$ cat config.mk
export PLATFORM = sky130hd
export DESIGN_NAME = accel_block_motion_energy
export DESIGN_NICKNAME = d
export VERILOG_FILES = /design/src/design/me_pkg.sv /design/src/design/me_sqrt.sv /design/src/design/accel_block_motion_energy.sv
export VERILOG_INCLUDE_DIRS = /design/src /design/src/design
export SDC_FILE = /design/constraint.sdc
export NUM_CORES = 2
export LEC_CHECK = 0
export BUFFER_PORTS_ARGS = -buffer_cell sky130_fd_sc_hd__buf_2
export CORE_MARGIN = 2
export CORE_UTILIZATION = 45
export DETAILED_ROUTE_END_ITERATION = 10
export SETUP_SLACK_MARGIN = 0.1
export SLEW_MARGIN = 15
export SYNTH_ARGS = -nofsm -noshare
export SYNTH_HDL_FRONTEND = slang
export SYNTH_SLANG_ARGS = --single-unit
$ cat constraint.sdc
create_clock -name clk -period 13.95 [get_ports clk]
set_input_delay 0.6975 -clock clk [delete_from_list [all_inputs] [get_ports clk]]
set_output_delay 0.6975 -clock clk [all_outputs]
set_load 0.01 [all_outputs]
$ cat src/design/assert_macros.svh
// assertion helpers shared by the rtl files
`ifndef ASSERT_MACROS_SVH
`define ASSERT_MACROS_SVH

`ifndef ASSERT_OFF

// checked only while out of reset
`define ASSERT_RST(lbl, clk, rst, prop) \
  lbl: assert property (@(posedge clk) disable iff (rst) prop) \
    else $error("assertion failed");

// checked at every rising edge
`define ASSERT_ALWAYS(lbl, clk, prop) \
  lbl: assert property (@(posedge clk) prop) \
    else $error("assertion failed");

`else

`define ASSERT_RST(lbl, clk, rst, prop)
`define ASSERT_ALWAYS(lbl, clk, prop)

`endif

`endif

$ cat src/design/me_pkg.sv
`default_nettype none

package me_pkg;

  localparam int BLOCK_LEN_DEF = 32;

  localparam logic [15:0] THRESHOLD_RESET = 16'd80;
  localparam logic [19:0] ENERGY_MAX      = 20'hFFFFF;
  localparam logic [18:0] AXIS_MAX        = 19'h7FFFF;

  typedef struct packed {
    logic signed [15:0] sample_x;
    logic signed [15:0] sample_y;
    logic signed [15:0] sample_z;
  } in_item_t;

  typedef struct packed {
    logic [19:0] energy;
    logic [18:0] energy_x;
    logic [18:0] energy_y;
    logic [18:0] energy_z;
    logic        moving;
  } out_item_t;

  typedef enum logic [2:0] {
    ST_IDLE,
    ST_SQ,
    ST_ROOT_START,
    ST_ROOT_WAIT,
    ST_EMIT
  } state_t;

  // per-sample sequence: square x, y, z, then fold in the last product
  typedef enum logic [1:0] {
    STEP_X,
    STEP_Y,
    STEP_Z,
    STEP_LAST
  } step_t;

  typedef enum logic [1:0] {
    ROOT_TOTAL,
    ROOT_X,
    ROOT_Y,
    ROOT_Z
  } root_sel_t;

  typedef struct packed {
    logic busy;
    logic done;
  } sqrt_stat_t;

endpackage

`default_nettype wire

$ cat src/design/me_sqrt.sv
`default_nettype none

module me_sqrt import me_pkg::*; #(
  parameter int ROOT_W = 20
) (
  input  wire logic                  clk,
  input  wire logic                  rst,
  input  wire logic                  start,
  input  wire logic [2*ROOT_W-1:0]   radicand,
  output logic      [ROOT_W-1:0]     root,
  output sqrt_stat_t                 stat
);

`include "assert_macros.svh"

  localparam int REM_W = ROOT_W + 2;
  localparam int CNT_W = (ROOT_W > 1) ? $clog2(ROOT_W) : 1;

  logic [2*ROOT_W-1:0] rad;
  logic [REM_W-1:0]    rem;
  logic [ROOT_W-1:0]   root_acc;
  logic [CNT_W-1:0]    cnt;
  logic                busy;
  logic                done;

  logic [REM_W-1:0]    rem_sh;
  logic [REM_W-1:0]    trial;
  logic                fit;
  logic [REM_W-1:0]    rem_next;
  logic [ROOT_W-1:0]   root_next;
  logic                load;

  // one result bit per cycle, restoring digit recurrence
  always_comb begin
    rem_sh    = {rem[ROOT_W-1:0], rad[2*ROOT_W-1 -: 2]};
    trial     = {root_acc, 2'b01};
    fit       = (rem_sh >= trial);
    rem_next  = fit ? (rem_sh - trial) : rem_sh;
    root_next = {root_acc[ROOT_W-2:0], fit};
  end

  assign load = start && !busy;

  always_ff @(posedge clk) begin
    if (rst) begin
      busy <= 1'b0;
      done <= 1'b0;
    end else begin
      done <= 1'b0;
      if (load) begin
        busy <= 1'b1;
      end else if (busy && (cnt == '0)) begin
        busy <= 1'b0;
        done <= 1'b1;
      end
    end
  end

  always_ff @(posedge clk) begin
    if (load) begin
      rad      <= radicand;
      rem      <= '0;
      root_acc <= '0;
      cnt      <= CNT_W'(ROOT_W - 1);
    end else if (busy) begin
      rad      <= rad << 2;
      rem      <= rem_next;
      root_acc <= root_next;
      cnt      <= cnt - 1'b1;
    end
  end

  assign root = root_acc;
  assign stat = '{busy: busy, done: done};

  `ASSERT_RST(a_start_busy, clk, rst, load |=> busy)
  `ASSERT_RST(a_done_from_busy, clk, rst, done |-> $past(busy))
  `ASSERT_RST(a_done_idle, clk, rst, done |-> !busy)

endmodule

`default_nettype wire

$ cat src/design/accel_block_motion_energy.sv
// channel   direction   transfer when          payload
// in        into block  in_valid & !in_stall   in_item_t: sample_x/y/z
// out       from block  out_valid & !out_stall out_item_t: energy, axis roots, moving
// cfg       into block  cfg_wen                movement_threshold
//
// each sample: the accept, then 4 steps of the shared 16x16 squarer and adder
// the last sample of a block adds 4 roots on one shared unit, one after another,
// then ST_EMIT loads the output register once it is free
// synchronous reset clears the sums and the previous sample and sets the threshold to 80
// a held result does not block new samples; only the next block end waits on out_stall
`default_nettype none

module accel_block_motion_energy import me_pkg::*; #(
  parameter int BLOCK_LEN = BLOCK_LEN_DEF
) (
  input  wire logic        clk,
  input  wire logic        rst,
  input  wire logic        in_valid,
  output logic             in_stall,
  input  wire in_item_t    in_data,
  output logic             out_valid,
  input  wire logic        out_stall,
  output out_item_t        out_data,
  input  wire logic        cfg_wen,
  input  wire logic [15:0] cfg_wdata
);

`include "assert_macros.svh"

  localparam int AXIS_W  = 32 + $clog2(BLOCK_LEN);
  localparam int TOTAL_W = AXIS_W + 2;
  localparam int ROOT_W  = (TOTAL_W + 1) / 2;
  localparam int RAD_W   = 2 * ROOT_W;
  localparam int CMP_W   = (ROOT_W > 20) ? ROOT_W : 20;
  localparam int CNT_W   = (BLOCK_LEN > 1) ? $clog2(BLOCK_LEN) : 1;

  state_t            state, state_next;
  step_t             step;
  root_sel_t         root_sel;
  logic [CNT_W-1:0]  block_index;
  logic              have_prev;
  logic [15:0]       threshold;

  logic signed [15:0] samp_x, samp_y, samp_z;
  logic signed [15:0] prev_x, prev_y, prev_z;
  logic [31:0]        prod;
  logic [AXIS_W-1:0]  sum_x, sum_y, sum_z;
  logic [TOTAL_W-1:0] sum_total;

  logic [19:0] res_energy;
  logic [18:0] res_x, res_y, res_z;

  logic              accept;
  logic              out_free;
  logic              sq_start;
  logic [RAD_W-1:0]  sq_radicand;
  logic [ROOT_W-1:0] sq_root;
  sqrt_stat_t        sq_stat;

  logic signed [15:0] mul_a, mul_b;
  logic signed [16:0] diff;
  logic [15:0]        mag;
  logic [CMP_W-1:0]   root_wide;
  logic [19:0]        root_e;
  logic [18:0]        root_a;

  assign in_stall = (state != ST_IDLE);
  assign accept   = in_valid && !in_stall;
  assign out_free = !out_valid || !out_stall;

  always_ff @(posedge clk) begin
    if (rst) begin
      state <= ST_IDLE;
    end else begin
      state <= state_next;
    end
  end

  always_comb begin
    state_next = state;
    sq_start   = 1'b0;
    unique case (state)
      ST_IDLE: begin
        if (accept) state_next = ST_SQ;
      end
      ST_SQ: begin
        if (step == STEP_LAST) begin
          if (block_index == CNT_W'(BLOCK_LEN - 1)) state_next = ST_ROOT_START;
          else state_next = ST_IDLE;
        end
      end
      ST_ROOT_START: begin
        sq_start   = 1'b1;
        state_next = ST_ROOT_WAIT;
      end
      ST_ROOT_WAIT: begin
        if (sq_stat.done) begin
          if (root_sel == ROOT_Z) state_next = ST_EMIT;
          else state_next = ST_ROOT_START;
        end
      end
      ST_EMIT: begin
        if (out_free) state_next = ST_IDLE;
      end
      default: state_next = ST_IDLE;
    endcase
  end

  // squarer operand: magnitude of the difference on the current axis
  always_comb begin
    case (step)
      STEP_X:  begin mul_a = samp_x; mul_b = prev_x; end
      STEP_Y:  begin mul_a = samp_y; mul_b = prev_y; end
      default: begin mul_a = samp_z; mul_b = prev_z; end
    endcase
    diff = 17'(mul_a) - 17'(mul_b);
    mag  = diff[16] ? 16'(-diff) : diff[15:0];
  end

  always_comb begin
    case (root_sel)
      ROOT_TOTAL: sq_radicand = RAD_W'(sum_total);
      ROOT_X:     sq_radicand = RAD_W'(sum_x);
      ROOT_Y:     sq_radicand = RAD_W'(sum_y);
      default:    sq_radicand = RAD_W'(sum_z);
    endcase
    root_wide = CMP_W'(sq_root);
    root_e    = (root_wide > CMP_W'(ENERGY_MAX)) ? ENERGY_MAX : root_wide[19:0];
    root_a    = (root_wide > CMP_W'(AXIS_MAX)) ? AXIS_MAX : root_wide[18:0];
  end

  me_sqrt #(
    .ROOT_W (ROOT_W)
  ) u_sqrt (
    .clk      (clk),
    .rst      (rst),
    .start    (sq_start),
    .radicand (sq_radicand),
    .root     (sq_root),
    .stat     (sq_stat)
  );

  // control registers
  always_ff @(posedge clk) begin
    if (rst) begin
      step        <= STEP_X;
      root_sel    <= ROOT_TOTAL;
      block_index <= '0;
      have_prev   <= 1'b0;
      threshold   <= THRESHOLD_RESET;
      out_valid   <= 1'b0;
      prev_x      <= '0;
      prev_y      <= '0;
      prev_z      <= '0;
      sum_x       <= '0;
      sum_y       <= '0;
      sum_z       <= '0;
      sum_total   <= '0;
    end else begin
      if (cfg_wen) threshold <= cfg_wdata;

      if (accept) begin
        step <= STEP_X;
        if (!have_prev) begin
          // first sample stands in as its own predecessor
          prev_x    <= in_data.sample_x;
          prev_y    <= in_data.sample_y;
          prev_z    <= in_data.sample_z;
          have_prev <= 1'b1;
        end
      end

      if (state == ST_SQ) begin
        step <= step_t'(step + 1'b1);
        case (step)
          STEP_Y:  sum_x <= sum_x + AXIS_W'(prod);
          STEP_Z:  sum_y <= sum_y + AXIS_W'(prod);
          STEP_LAST: sum_z <= sum_z + AXIS_W'(prod);
          default: ;
        endcase
        if (step != STEP_X) sum_total <= sum_total + TOTAL_W'(prod);
        if (step == STEP_LAST) begin
          prev_x <= samp_x;
          prev_y <= samp_y;
          prev_z <= samp_z;
          if (block_index == CNT_W'(BLOCK_LEN - 1)) begin
            block_index <= '0;
            root_sel    <= ROOT_TOTAL;
          end else begin
            block_index <= block_index + 1'b1;
          end
        end
      end

      if (state == ST_ROOT_WAIT && sq_stat.done && root_sel != ROOT_Z) begin
        root_sel <= root_sel_t'(root_sel + 1'b1);
      end

      if (state == ST_EMIT && out_free) begin
        out_valid <= 1'b1;
        sum_x     <= '0;
        sum_y     <= '0;
        sum_z     <= '0;
        sum_total <= '0;
      end else if (out_valid && !out_stall) begin
        out_valid <= 1'b0;
      end
    end
  end

  // payload registers
  always_ff @(posedge clk) begin
    if (accept) begin
      samp_x <= in_data.sample_x;
      samp_y <= in_data.sample_y;
      samp_z <= in_data.sample_z;
    end
    if (state == ST_SQ && step != STEP_LAST) prod <= mag * mag;
    if (state == ST_ROOT_WAIT && sq_stat.done) begin
      case (root_sel)
        ROOT_TOTAL: res_energy <= root_e;
        ROOT_X:     res_x      <= root_a;
        ROOT_Y:     res_y      <= root_a;
        default:    res_z      <= root_a;
      endcase
    end
    if (state == ST_EMIT && out_free) begin
      out_data.energy   <= res_energy;
      out_data.energy_x <= res_x;
      out_data.energy_y <= res_y;
      out_data.energy_z <= res_z;
      out_data.moving   <= (res_energy > 20'(threshold));
    end
  end

  `ASSERT_RST(a_start_free, clk, rst, sq_start |-> !sq_stat.busy)
  `ASSERT_RST(a_accept_busy, clk, rst, accept |=> in_stall)
  `ASSERT_RST(a_total_split, clk, rst,
    (state == ST_IDLE) |-> (sum_total == TOTAL_W'(sum_x) + TOTAL_W'(sum_y) + TOTAL_W'(sum_z)))
  `ASSERT_RST(a_block_clear, clk, rst,
    (state == ST_IDLE && block_index == '0) |-> (sum_total == '0))

endmodule

`default_nettype wire

==> results by stage <==
Job:
- The tool flagged a number of max-cap violations equal to 0.

Clock network:
- The number of gates resized after cts is 0.
- The number of levels in the clock H-tree is 2.
- The TritonCTS sink count is 549.
- At the later pin of the worst-skew pair, clock insertion delay measures 0.66 ns.
- After clock tree synthesis, the setup repair step added 0 buffers.
- The post-cts hold buffer count is 0.
- Clock-pin slew was measured on the worst setup and hold paths at 0.06 ns.
- TritonCTS built the clock tree.
- The CTS root buffer is sky130_fd_sc_hd__clkbuf_16.
- Counting along the longest clock path gives a buffer depth of 3.
- The number of buffers created by CTS is 60.

Timing:
- The worst setup slack after layout is 2.467 ns.
- For this run, the top clock speed supported by timing is 0.08709 GHz.
- The largest clock skew in the final design is 0.06628 ns.
- The worst slew slack as a fraction of its limit is 0.2443.
- The setup-violating endpoint count in the final report is 0.
- Setup repair after global routing left no endpoint under its margin.
- The post-route clock period utilization is 0.8231.
- Adding up every negative setup slack in the final design gives 0 ns.
- The post-layout minimum cycle time is 11.48 ns.
- The max-slew violation count came to 0.
- The number of failing hold endpoints at the final stage is 0.
- The actual transition at the worst max-transition pin is 1.122 ns.

Detailed routing:
- In the final routed layout, each cell accounts on average for 18.48 µm.
- The remaining design rule violation count is 0.
- The total wirelength of the detailed-routed design is 91630 µm.
- Once detail routing completed, the nets flagged for antenna violations numbered 0.
- The total vias in the final route is 27290.
- Before antenna repair, the detailed router went through 6 iterations.
- The via density per instance is 5.502.
- The violation count after the first detailed-routing iteration is 1861.

Floorplan:
- The die boundary width is 286.2 µm.
- The area of the core region is 0.07887 mm².
- The total I/O pin count is 149.
- In this run the core area contains 103 standard-cell rows.
- The die covers 0.08193 mm².
- The die is 286.2 µm tall.
- The initial core utilization is 0.4545.

Synthesis:
- The share of synthesized area in the top cell type comes to 0.2295.
- The number of cells produced by synthesis is 3780.
- The number of distinct standard cells referenced by the synthesized netlist is 88.
- The share of the Yosys chip area taken by registers is 0.3831.
- After synthesis the cells add up to 0.03585 mm².
- A synthesized cell averages 9.483 µm².
- The net count after synthesis is 4304.
- The cell type with the largest total area after synthesis is sky130_fd_sc_hd__edfxtp_1.
- The primary flip-flop cell chosen by synthesis mapping is sky130_fd_sc_hd__dfxtp_1.
- In this run, synthesis produced a sequential element count of 549.
- After synthesis, the share of flip-flops with an asynchronous set or reset is 0.
- The Yosys step of the flow raised 0 warnings.
- In this run, synthesis inferred 274 flip-flops with an integrated enable.
- Ranked by total cell area, the synthesized netlist is headed by sky130_fd_sc_hd__edfxtp_1, sky130_fd_sc_hd__dfxtp_1, sky130_fd_sc_hd__ha_1, sky130_fd_sc_hd__fa_1, sky130_fd_sc_hd__nand2_1.

Global routing:
- The wire length of the first global-routing pass is 145200 µm.
- The number of global-route vias before repair is 26400.
- The overall overflow remaining after global route is 0.
- Entering global routing, the biggest net connects 100 pins.
- For this run, the total global-route usage over all layers was measured as 0.2212.
- The number of antenna violations at the first check in global routing is 1.

Critical path:
- The terminus of the critical flop-to-flop path is prod[31].
- The data required time of the critical path is 14.28 ns.
- The most frequent cell on the critical path is sky130_fd_sc_hd__fa_1.
- The critical path data arrival time is 11.82 ns.
- The element type at the critical path end is a flip-flop.
- For the worst flop-to-flop path, the logic depth is 38.
- The worst-case register-to-register setup slack is 2.47 ns.
- The largest single stage delay on the critical path is 0.76 ns.
- The kind of critical path is flip-flop to flip-flop.
- Among cell families on the critical path, the largest total delay comes from adder cells.
- The worst register-to-register path begins at step[0].
- The kind of start point of the critical path is a flip-flop.
- In this run the worst path has a maximum fanout of 35.
- The worst-path cell with the longest stage delay is sky130_fd_sc_hd__nor4_1.
- The combined buffer and inverter count along the critical path is 7.

Finish:
- Of the cells placed in the final design, the portion with a size suffix greater than 1 is 0.08856.
- Compared with the post-synthesis result, the final layout area differs by 10.60%.
- The top cell types in the final layout, fill and taps aside, are sky130_fd_sc_hd__nand2_1, sky130_fd_sc_hd__inv_1, sky130_fd_sc_hd__a21oi_1.
- Leaving out fill and tap cells, the most frequent cell in the layout is sky130_fd_sc_hd__nand2_1.
- The post-layout net count is 4379.

Placement:
- Input and output buffers added on the ports amount to 148.
- Summed over all nets, the half-perimeter wirelength after detailed placement is 67850 µm.
- The placer's final routability congestion estimate is 0.8949.
- OpenSTA, run right after detailed placement, puts the worst setup slack at 2.222 ns.

Hold path:
- The worst hold path cell count is 1.
- The worst-case hold path end point is samp_y[0].
- The tightest min-delay check is of the primary input to flip-flop type.
- The startpoint identified for the worst hold timing path is in_data[16].

Run status:
- The flow ran to the end, and the final reports show no timing, DRC or antenna violations.
## synth_stat cells, drive strengths merged, types with 27 or more instances
| cell type | instances |
|---|---|
| nand2 | 458 |
| inv | 341 |
| a21oi | 317 |
| nor2 | 297 |
| ha | 290 |
| dfxtp | 275 |
| edfxtp | 274 |
| o21ai | 172 |
| fa | 165 |
| clkbuf | 144 |
| xnor2 | 138 |
| a21o | 91 |
| a211oi | 87 |
| nand3 | 73 |
| mux2i | 67 |
| xor2 | 56 |
| a222oi | 37 |
| nor3 | 37 |
| a31oi | 34 |
| o211ai | 31 |
| and3 | 27 |
## per-stage QoR
step	hold WS, ns	utilization	cells	area, µm²
after detailed placement	0.4045	0.4763	4843	37560
after global routing	0.2058	0.5027	4958	39650
after CTS	0.1994	0.5026	4957	39640
after floorplan	0.4003	-	3780	35850
final	0.2378	0.5027	4959	39650
after global placement	0.4008	0.4763	4843	37560
## kinds of logic after synthesis
family / share of synthesized area
flops: 0.3831
fa+ha+maj: 0.1934
mux: 0.01871
simple gates: 0.1317
xor+xnor: 0.04887
buf+inv: 0.05393
compound gates: 0.1703
## worst register-to-register path, delay by kind of cell (launching register included)
family / cells / cell delay, ns
buffers and inverters: 7 / 0.89
flip-flops: 1 / 0.38
XOR/XNOR: 3 / 0.75
adder cells (fa/ha/maj): 10 / 4.07
AO/OA/AOI/OAI: 13 / 3.29
AND/OR/NAND/NOR: 5 / 1.80
## how the worst max path moves through the flow
| stage | startpoint | endpoint | slack [ns] | depth (start not counted) |
|---|---|---|---|---|
| 6_report | step[0] | prod[31] | 2.47 | 38 |
| 5_1_grt | step[0] | prod[31] | 1.67 | 38 |
| 4_1_cts | step[0] | prod[31] | 2.16 | 38 |
| 3_5_place_dp | step[0] | prod[31] | 2.22 | 38 |
| 3_3_place_gp | step[0] | prod[31] | 2.45 | 38 |
| 2_1_floorplan | step[1] | prod[31] | 4.38 | 39 |
## state kept, by name (all words and copies together), names as in the netlist, 31 cells and up
register,flops
out_data,78
u_sqrt.rad,40
sum_total,39
sum_x,37
sum_y,37
sum_z,37
prod,31
## area by class of cell
class | instances | area [µm²]
Tap cell | 1050 | 1314
Sequential cell | 549 | 13730
Inverter | 341 | 1280
Antenna cell | 2 | 5.005
Fill cell | 7453 | 39220
Multi-Input combinational cell | 2720 | 20240
Timing Repair Buffer | 183 | 1006
Clock inverter | 34 | 425.4
Clock buffer | 80 | 1648
## per-layer routing
| metal | wire [µm] | track usage | part of all wire |
|---|---|---|---|
| met5 | 0 | 0 | 0 |
| met4 | 2297 | 0.06165 | 0.025 |
| met3 | 4247 | 0.03013 | 0.046 |
| met2 | 41870 | 0.3586 | 0.46 |
| met1 | 43220 | 0.3102 | 0.47 |
Power is left out: the tool's default activity adds up to more than one toggle a clock period on the data nets, which glitch-free logic cannot reach.
